[src/scc_ram.sv]
module scc_ram #(
  parameter int Width = 8,
  parameter int Depth = 16
) (
  input  logic                     clk_i,
  input  logic                     we_i,
  input  logic [$clog2(Depth)-1:0] waddr_i,
  input  logic [Width-1:0]         wdata_i,
  input  logic [$clog2(Depth)-1:0] raddr_i,
  output logic [Width-1:0]         rdata_o
);
  logic [Width-1:0] mem [Depth];

  always_ff @(posedge clk_i) begin
    if (we_i) mem[waddr_i] <= wdata_i;
    rdata_o <= mem[raddr_i];
  end
endmodule

[config.mk]
export PLATFORM = sky130hd
export DESIGN_NAME = scc_ram
export DESIGN_NICKNAME = d
export VERILOG_FILES = /design/src/scc_ram.sv
export SDC_FILE = /design/constraint.sdc
export NUM_CORES = 1
export LEC_CHECK = 0
export ABC_AREA = 1
export BUFFER_PORTS_ARGS = -buffer_cell sky130_fd_sc_hd__clkbuf_2
export CORE_MARGIN = 2
export CORE_UTILIZATION = 40
export CTS_CLUSTER_SIZE = 30
export DETAILED_ROUTE_END_ITERATION = 8
export SYNTH_ARGS = -nofsm -noshare
export SYNTH_HDL_FRONTEND = slang
export SYNTH_SLANG_ARGS = --single-unit
[constraint.sdc]
create_clock -name clk_i -period 1.4 [get_ports clk_i]
set_clock_uncertainty 0.1 [all_clocks]
set_input_delay 0.28 -clock clk_i [delete_from_list [all_inputs] [get_ports clk_i]]
set_output_delay 0.28 -clock clk_i [all_outputs]
set_load 0.1 [all_outputs]
==> flow_summary_export.csv, run 1 <==
group,metric,value,unit
run_status,status,"finished, final reports clean",
floorplan,floorplan.initialDensity,41.23,%
grt,grt_max_degree,26,
grt,grt_pass1_vias,3720,
floorplan,die-area,15390,µm²
detailed_routing,totalWireLength,13110,µm
critical_path,end_kind,"primary output",
critical_path,crit_chain,"buf_12",
clocking,ctsRootBufferMaster,"clkbuf_16",
detailed_routing,drc,0,
logic_synthesis,syn_nets,569,
logic_synthesis,synth-seq-cells,136,
detailed_routing,drt_iter0_drc,341,
logic_synthesis,syn_inst,551,
finish,syn_to_final_growth,21.41,%
timing,grt_setup_unrepaired,"no",
run,drv_cap,0,
detailed_routing,ant_nets,0,
clocking,clk_latency,0.41,ns
floorplan,core,13990,µm²
timing,worst_slew_pin_slew,0.4596,ns
finish,fin_util,50.05,%
floorplan,row_count,43,
grt,antenna_found_initial,0,
finish,nNetsFinal,621,
logic_synthesis,synth_seq_area_share,69.43,%
detailed_routing,dr.max_layer_used,"met4",
timing,period_minus_slack,1.353,ns
critical_path,rr_startpoint,"mem[3][2]",
worst_hold_path,min_from,"raddr_i[3]",
logic_synthesis,synth.avg_cell_area,10.47,µm²
clocking,cts_buffers,17,
critical_path,critPathMaxStageDelay,0.38,ns
finish,stdcell_count,796,
detailed_routing,dr.pass1.iters,4,
clocking,clk_pin_slew,0.06,ns
finish,layout_common_cells,"nand2_1 (173), edfxtp_1 (128), inv_1 (100)",
finish,layout.cells.most_common,"nand2_1",
critical_path,cp_max_fo,1,
timing,finalCritPeriodShare,96.68,%
clocking,clockBufferDepth,2,
critical_path,cp.arrival,0.97,ns
logic_synthesis,synth.top_cells.by_area,"edfxtp_1 (67%), nand2_1 (11%), nand3_1 (8.4%), inv_1 (6.5%), dfxtp_1 (2.8%)",
grt,grt_pass1_wl,20650,µm
detailed_routing,via_per_inst,4.815,
placed_design,port_buffers,25,
placed_design,hpwl,8354,µm
clocking,cts_tree,"built",
grt,grt_overflow_total,0,
floorplan,die_w,124.1,µm
logic_synthesis,yosys.area.top_type,"edfxtp_1",
pwr,total_leakage_power,3.046,nW
finish,drive_above_1_share,14.77,%
grt,grt_use_total,18.54,%
floorplan,die_y,124.1,µm
critical_path,startpoint,"rdata_o[7]",
timing,slew_violations,0,
pwr,p_per_area,1449,nW/µm²
worst_hold_path,hold_path_class,"in -> reg",
logic_synthesis,yosysTopAreaCellShare,66.65,%
timing,final-hold-violation-count,0,
logic_synthesis,ys_warn_count,0,
floorplan,ioPinCount,26,
detailed_routing,route.met2.wl,6209,µm
detailed_routing,vias,3833,
critical_path,cp.buffers_inverters,1,
detailed_routing,wl_met3,508,µm
detailed_routing,m1WireLength,6128,µm
logic_synthesis,syn-cell-area,5767,µm²
placed_design,dp.cells,764,
critical_path,worstSetupPathType,"reg -> out",
logic_synthesis,synth_cell_type_count,12,
timing,finalSetupViolCount,0,
clocking,clock_sinks,136,
timing,slew_headroom,69.36,%
pwr,vdd.ir_drop.worst,0.7652,mV
clocking,post_cts_buffers,0,
critical_path,critPathRequiredTime,1.02,ns
detailed_routing,post_drt_wl_per_cell,16.46,µm
clocking,htreeDepth,4,
finish,diodes,0,
critical_path,crit_slowest_cell,"dfxtp_1",
timing,clock.fmax,738.8,MHz
clocking,hold_buffers,0,
placed_design,gp_congestion,0.8969,
critical_path,critPathTopFamily,"flip-flops",
critical_path,worst_setup_path_start_kind,"flip-flop",
[through the flow]
step	area [µm²]	worst slack (ns)	hold slack [ns]	setup TNS, ns	total power [mW]
final	7002	0.04650	0.1029	0	10.15
after global routing	7002	0.01140	0.1194	0	10.45
after CTS	7000	0.02548	0.09489	0	10.20
after detailed placement	6374	-0.06668	0.5216	-0.1737	5.549
after global placement	6374	-0.05071	0.5071	-0.1255	5.539
after floorplan	5767	0.06916	0.2789	0	5.173
[area by class of cell]
type | instances | area, µm²
clock buffers | 18 | 429.2
repair buffers | 57 | 548.0
multi-input cells | 289 | 1214
flip-flops and latches | 136 | 4006
clock inverters | 14 | 196.4
fillers | 1259 | 6987
inverters | 102 | 382.9
well taps | 180 | 225.2
[repair_timing]
action	CTS	global route
gates resized for setup	1	1
endpoints found under the setup margin	1	1
pin swaps	0	0
hold endpoints to repair	0	0
[worst paths after layout]
path,cells after the start,slack [ns],end
worst max-delay path,1,0.05,rdata_o[7]
worst min-delay path,3,0.10,rdata_o[0]
worst max register to register,6,0.27,rdata_o[2]
worst min register to register,6,0.60,rdata_o[2]
[routing by layer]
layer	vias up	track usage [%]
met5	-	0
met4	0	7.654
met3	14	3.114
met2	84	28.52
met1	1855	26.19
li1	1880	-
[logic make-up (layout without fill, tap and decap cells)]
| logic type | count (synthesis) | in the layout | synth area share [%] |
|---|---|---|---|
| buffers and inverters | 126 | 191 | 9.525 |
| flip-flops | 136 | 136 | 69.43 |
| AND/OR/NAND/NOR | 289 | 289 | 21.05 |
[synth_stat cells]
cell type and count:
nand3b_1 2, buf_1 1, inv_1 100, buf_6 6
nor2_1 17, dfxtp_1 8, nand3_1 97, inv_2 2
nand2_1 173, edfxtp_1 128, buf_2 13, buf_4 4
[power breakdown]
group	switching [mW]	internal (mW)	total, mW
combinational	0.588	0.279	0.868
sequential	0.0425	4.55	4.60
clock	1.69	3.00	4.68
[flip-flops by register name (all words and copies together) (netlist names)]
name     count
mem        128
rdata_o      8
Power figures use the tool's default switching activity.
==> inputs of run 2 (changes only) <==
--- a/config.mk
+++ b/config.mk
@@ -11,6 +11,7 @@
 export CORE_UTILIZATION = 40
 export CTS_CLUSTER_SIZE = 30
 export DETAILED_ROUTE_END_ITERATION = 8
+export PLACE_DENSITY_LB_ADDON = 0.12
 export SYNTH_ARGS = -nofsm -noshare
 export SYNTH_HDL_FRONTEND = slang
 export SYNTH_SLANG_ARGS = --single-unit
==> run 2 against run 1 <==
Against the previous run:
- count of clock-buffer cells in the layout decreased by 1
- register-to-register slack got worse by 0.02 ns
- final cell count decreased by 0.75%
- sequential share of layout area about the same
- sequential power about the same
- global-route usage increased by 0.66 points
- utilization about the same
- flip-flop and latch count unchanged
- via count decreased by 2.3%
- critical path type unchanged
- critical endpoint is now rdata_o[2]
- largest cell class unchanged
- highest routed layer unchanged
==> flow_summary_export.csv, run 2 (synthesis gave the netlist of run 1 again) <==
group,metric,value,unit
detailed_routing,wl_met3,854,µm
grt,grt_overflow_total,0,
detailed_routing,ant_nets,0,
finish,largest_reg_flops,128,
clocking,clockBufferDepth,2,
clocking,clk_pin_slew,0.06,ns
placed_design,port_buffers,25,
critical_path,critPathTopFamily,"flip-flops",
finish,top_register,"mem",
critical_path,cp.buffers_inverters,1,
critical_path,cp.arrival,0.97,ns
grt,grt_pass1_vias,3522,
finish,largestRegisters,"mem x128, rdata_o x8",
grt,grt_max_degree,57,
clocking,cts_buffers,17,
grt,grt_use_total,19.20,%
critical_path,cp_max_fo,1,
detailed_routing,drc,0,
clocking,ctsRootBufferMaster,"clkbuf_16",
detailed_routing,totalWireLength,13340,µm
critical_path,worst_setup_path_start_kind,"flip-flop",
clocking,clk_latency,0.42,ns
timing,period_minus_slack,1.354,ns
finish,layout.cells.most_common,"nand2_1",
finish,diodes,0,
critical_path,startpoint,"rdata_o[2]",
critical_path,worstSetupPathType,"reg -> out",
critical_path,crit_chain,"buf_12",
timing,worst_slew_pin_slew,0.4872,ns
timing,grt_setup_unrepaired,"no",
placed_design,gp_congestion,0.7803,
finish,layout_common_cells,"nand2_1 (173), edfxtp_1 (128), inv_1 (100)",
clocking,clock_sinks,136,
timing,slew_headroom,67.52,%
timing,finalCritPeriodShare,96.73,%
finish,drive_above_1_share,13.93,%
placed_design,hpwl,8117,µm
placed_design,dp.cells,758,
floorplan,ioPinCount,26,
floorplan,die_w,124.1,µm
critical_path,critPathRequiredTime,1.02,ns
floorplan,die_y,124.1,µm
floorplan,row_count,43,
worst_hold_path,min_from,"raddr_i[3]",
timing,slew_violations,0,
floorplan,floorplan.initialDensity,41.23,%
clocking,cts_tree,"built",
detailed_routing,route.met2.wl,5930,µm
detailed_routing,post_drt_wl_per_cell,16.88,µm
run_status,status,"finished, final reports clean",
detailed_routing,dr.pass1.iters,5,
detailed_routing,vias,3743,
finish,syn_to_final_growth,21.39,%
detailed_routing,dr.max_layer_used,"met4",
floorplan,core,13990,µm²
finish,stdcell_count,790,
run,drv_cap,0,
critical_path,critPathMaxStageDelay,0.37,ns
finish,nNetsFinal,615,
pwr,p_per_area,1485,nW/µm²
clocking,htreeDepth,4,
pwr,total_leakage_power,3.040,nW
pwr,vdd.ir_drop.worst,0.8395,mV
timing,clock.fmax,738.5,MHz
detailed_routing,m1WireLength,6366,µm
detailed_routing,via_per_inst,4.738,
grt,grt_pass1_wl,20710,µm
critical_path,end_kind,"primary output",
detailed_routing,drt_iter0_drc,288,
timing,final-hold-violation-count,0,
timing,finalSetupViolCount,0,
worst_hold_path,hold_path_class,"in -> reg",
grt,antenna_found_initial,0,
critical_path,crit_slowest_cell,"dfxtp_1",
floorplan,die-area,15390,µm²
critical_path,rr_startpoint,"mem[9][5]",
timing,final.setup.tns,0,ns
## run 2: cell types whose count changed in the layout (fill, tap and decap cells not counted), moves of 2 or more
cell / delta
bufinv_16: +2
inv_6: -3
clkinv_4: -2
buf_4: -7
clkinv_2: +3
## run 2: worst min-delay path: cells and delay by family
family	cells	cell delay (ns)
buf+inv	2	0.28
simple gates	2	0.14
## run 2: worst paths after layout
| check | endpoint | slack (ns) | depth (start not counted) |
|---|---|---|---|
| hold / removal | rdata_o[6] | 0.22 | 4 |
| setup / recovery | rdata_o[2] | 0.05 | 1 |
| hold reg to reg | rdata_o[7] | 0.56 | 6 |
| setup reg to reg | rdata_o[5] | 0.25 | 6 |
## run 2: what timing repair did
item | in CTS | in global routing
hold buffers | 0 | 0
endpoints found under the setup margin | 2 | 0
buffers inserted | 0 | 0
gates resized for setup | 2 | 0
## run 2: metal layers
| metal | global-route usage (%) | vias to the layer above |
|---|---|---|
| met3 | 6.273 | 17 |
| met4 | 6.180 | 0 |
| met2 | 27.56 | 109 |
| met1 | 27.57 | 1751 |
| met5 | 0 | - |
| li1 | - | 1866 |
## run 2: stage by stage
stage	power (mW)	util, %	hold WS [ns]	setup slack [ns]	instance area [µm²]
floorplan	5.173	-	0.2789	0.06916	5767
global placement	5.543	45.33	0.5585	-0.08018	6341
detailed placement	5.546	45.33	0.5564	-0.08755	6341
CTS	10.49	50.04	0.2099	0.01866	7000
global route	10.71	50.04	0.2350	0.007529	7000
finish	10.39	50.04	0.2205	0.04582	7000
## run 2: where the power goes
group          internal [mW]  leakage (nW)  switching [mW]
combinational          0.272          1.50           0.589
clock                   3.31         0.317            1.63
sequential              4.56          1.22          0.0402
## run 2: final cells by class
type	count	area, µm²
Fill cell	1277	6988
Sequential cell	136	4006
Multi-Input combinational cell	289	1214
Timing Repair Buffer	51	515.5
Clock buffer	17	425.4
Inverter	102	382.9
Clock inverter	15	231.5
Tap cell	180	225.2
==> inputs of run 3 (changes only) <==
--- a/config.mk
+++ b/config.mk
@@ -7,11 +7,13 @@
 export LEC_CHECK = 0
 export ABC_AREA = 1
 export BUFFER_PORTS_ARGS = -buffer_cell sky130_fd_sc_hd__clkbuf_2
+export CELL_PAD_IN_SITES_DETAIL_PLACEMENT = 1
+export CELL_PAD_IN_SITES_GLOBAL_PLACEMENT = 2
 export CORE_MARGIN = 2
 export CORE_UTILIZATION = 40
 export CTS_CLUSTER_SIZE = 30
 export DETAILED_ROUTE_END_ITERATION = 8
-export PLACE_DENSITY_LB_ADDON = 0.12
+export PLACE_DENSITY = 0.82
 export SYNTH_ARGS = -nofsm -noshare
 export SYNTH_HDL_FRONTEND = slang
 export SYNTH_SLANG_ARGS = --single-unit
==> run 3 against run 2 <==
Against the previous run:
- final cell count rose by 1.4%
- wire length rose by 14%
- design area rose by 0.29%
- sequential power barely moved
- total power fell by 3.4%
- fmax fell by 0.54%
- register-to-register slack barely moved
- utilization rose by 0.14 points
- sequential share of layout area fell by 0.15 points
- critical endpoint is now rdata_o[7]
- largest cell class unchanged
==> flow_summary_export.csv, run 3 (synthesis gave the netlist of run 1 again) <==
group,metric,value,unit
clocking,hold_buffers,0,
placed_design,hpwl,9661,µm
finish,syn_to_final_growth,21.74,%
finish,final_area,7020,µm²
critical_path,worst_setup_path_start_kind,"flip-flop",
worst_hold_path,hold_path_class,"in -> reg",
critical_path,r2r_slack,0.24,ns
placed_design,dp_slack,-0.08677,ns
clocking,clock_sinks,136,
timing,grt_setup_unrepaired,"no",
placed_design,port_buffers,25,
finish,nNetsFinal,626,
grt,grt_pass1_vias,4189,
timing,clock.fmax,734.5,MHz
critical_path,critPathRequiredTime,1.02,ns
timing,worst_slew_pin_slew,0.4679,ns
detailed_routing,ant_nets,0,
critical_path,critPathTopFamily,"flip-flops",
grt,grt_use_total,21.76,%
clocking,clk_pin_slew,0.06,ns
floorplan,die_w,124.1,µm
grt,grt_max_degree,37,
floorplan,core,13990,µm²
placed_design,dpl_cell_area,6424,µm²
grt,grt_pass1_wl,23610,µm
timing,finalSetupViolCount,0,
clocking,clockBufferDepth,2,
worst_hold_path,hold_end,"mem[10][3]",
timing,setup_slack,0.03852,ns
pwr,vdd.ir_drop.worst,0.6675,mV
detailed_routing,via_per_inst,4.975,
worst_hold_path,whs_path_depth,1,
timing,period_minus_slack,1.361,ns
critical_path,crit_slowest_cell,"dfxtp_1",
pwr,p_per_area,1430,nW/µm²
grt,antenna_found_initial,0,
critical_path,cp_max_fo,1,
floorplan,die-area,15390,µm²
detailed_routing,post_drt_wl_per_cell,18.93,µm
clocking,cts_buffers,17,
pwr,p_sw_share,22.44,%
pwr,seq_power_share,45.8,%
detailed_routing,totalWireLength,15170,µm
timing,final.setup.tns,0,ns
finish,layout_common_cells,"nand2_1 (173), edfxtp_1 (128), inv_1 (100)",
finish,largestRegisters,"mem x128, rdata_o x8",
run,drv_cap,0,
pwr,switchingPower,2.252,mW
clocking,ctsRootBufferMaster,"clkbuf_16",
critical_path,cp.buffers_inverters,1,
clocking,post_cts_buffers,0,
timing,slew_headroom,68.81,%
placed_design,gp_congestion,0.8033,
timing,slew_violations,0,
pwr,p_comb_share,9.0,%
critical_path,end_kind,"primary output",
critical_path,worstSetupPathType,"reg -> out",
finish,drive_above_1_share,14.98,%
detailed_routing,vias,3985,
run_status,status,"finished, final reports clean",
grt,grt_overflow_total,0,
detailed_routing,drc,0,
finish,diodes,0,
floorplan,ioPinCount,26,
clocking,cts_tree,"built",
timing,finalCritPeriodShare,97.25,%
critical_path,r2r_cells,6,
clocking,clk_latency,0.43,ns
timing,final-hold-violation-count,0,
critical_path,r2r-end,"rdata_o[0]",
finish,layout.cells.most_common,"nand2_1",
pwr,p_int,7.787,mW
detailed_routing,dr.pass1.iters,4,
critical_path,critPathMaxStageDelay,0.37,ns
worst_hold_path,min_from,"wdata_i[3]",
floorplan,floorplan.initialDensity,41.23,%
clocking,htreeDepth,4,
finish,largest_reg_flops,128,
pwr,total_leakage_power,3.069,nW
finish,top_register,"mem",
critical_path,crit_chain,"buf_12",
detailed_routing,drt_iter0_drc,238,
critical_path,rr_startpoint,"mem[8][0]",
critical_path,cp.arrival,0.98,ns
floorplan,die_y,124.1,µm
floorplan,row_count,43,
pwr,power.share.clock,45.2,%
## run 3: changes by cell type in the layout (fill, tap and decap cells not counted)
cell	delta
buf_4	+11
bufinv_16	-2
clkbuf_1	+3
clkinv_1	+1
clkinv_2	+1
clkinv_4	-1
clkinvlp_4	-2
dfxtp_1	-1
dfxtp_2	+1
## run 3: repair_timing
| item | CTS | global route |
|---|---|---|
| endpoints found under the hold margin | 0 | 0 |
| resized for setup | 1 | 2 |
| endpoints found under the setup margin | 1 | 2 |
| gates cloned | 0 | 0 |
## run 3: cell type report
type	instances	area, µm²
Tap cell	180	225.2
Clock inverter	12	156.4
Sequential cell	136	4008
Inverter	102	382.9
Timing Repair Buffer	62	598.1
Multi-Input combinational cell	289	1214
Fill cell	1523	6968
Clock buffer	20	436.7
## run 3: routing by layer
metal	share of wire, %	track usage [%]	vias to the layer above	routed length [µm]
met3	3.9	5.128	27	588
met5	0	0	-	0
met4	2.6	10.11	0	389
li1	-	-	1887	-
met1	44	27.18	1984	6644
met2	50	35.79	87	7544
## run 3: power groups by stage
stage	combinational [mW]	sequential, mW	clock [mW]
finish	0.901	4.60	4.54
global route	0.972	4.61	4.79
CTS	0.911	4.60	4.61
detailed placement	0.901	4.68	0
global placement	0.883	4.68	0
floorplan	0.321	4.85	0
## run 3: per-stage QoR
| stage | utilization (%) | power [mW] | hold WS (ns) | cells |
|---|---|---|---|---|
| after floorplan | - | 5.173 | 0.2789 | 551 |
| after global placement | 45.92 | 5.559 | 0.5775 | 769 |
| after detailed placement | 45.92 | 5.583 | 0.5879 | 769 |
| after CTS | 50.17 | 10.12 | 0.2325 | 801 |
| after global routing | 50.19 | 10.37 | 0.2536 | 801 |
| final | 50.19 | 10.04 | 0.2307 | 801 |
## run 3: worst register-to-register path, cell delays in order, from the launching register on
cell and delay [ns]:
edfxtp_1 0.37, inv_1 0.07, nand2_1 0.05, nand3_1 0.07, nand3_1 0.15, nand3_1 0.17
nand2_1 0.08
## run 3: worst max path at each step
stage                    start          to  slack, ns  depth (start not counted)
CTS                 rdata_o[3]  rdata_o[3]      0.004                          1
finish              rdata_o[7]  rdata_o[7]       0.04                          1
detailed placement  raddr_i[0]  rdata_o[2]      -0.09                          8
floorplan           waddr_i[3]   mem[4][0]       0.07                          2
global route        rdata_o[7]  rdata_o[7]       0.01                          1
global placement    raddr_i[0]  rdata_o[2]      -0.08                          8
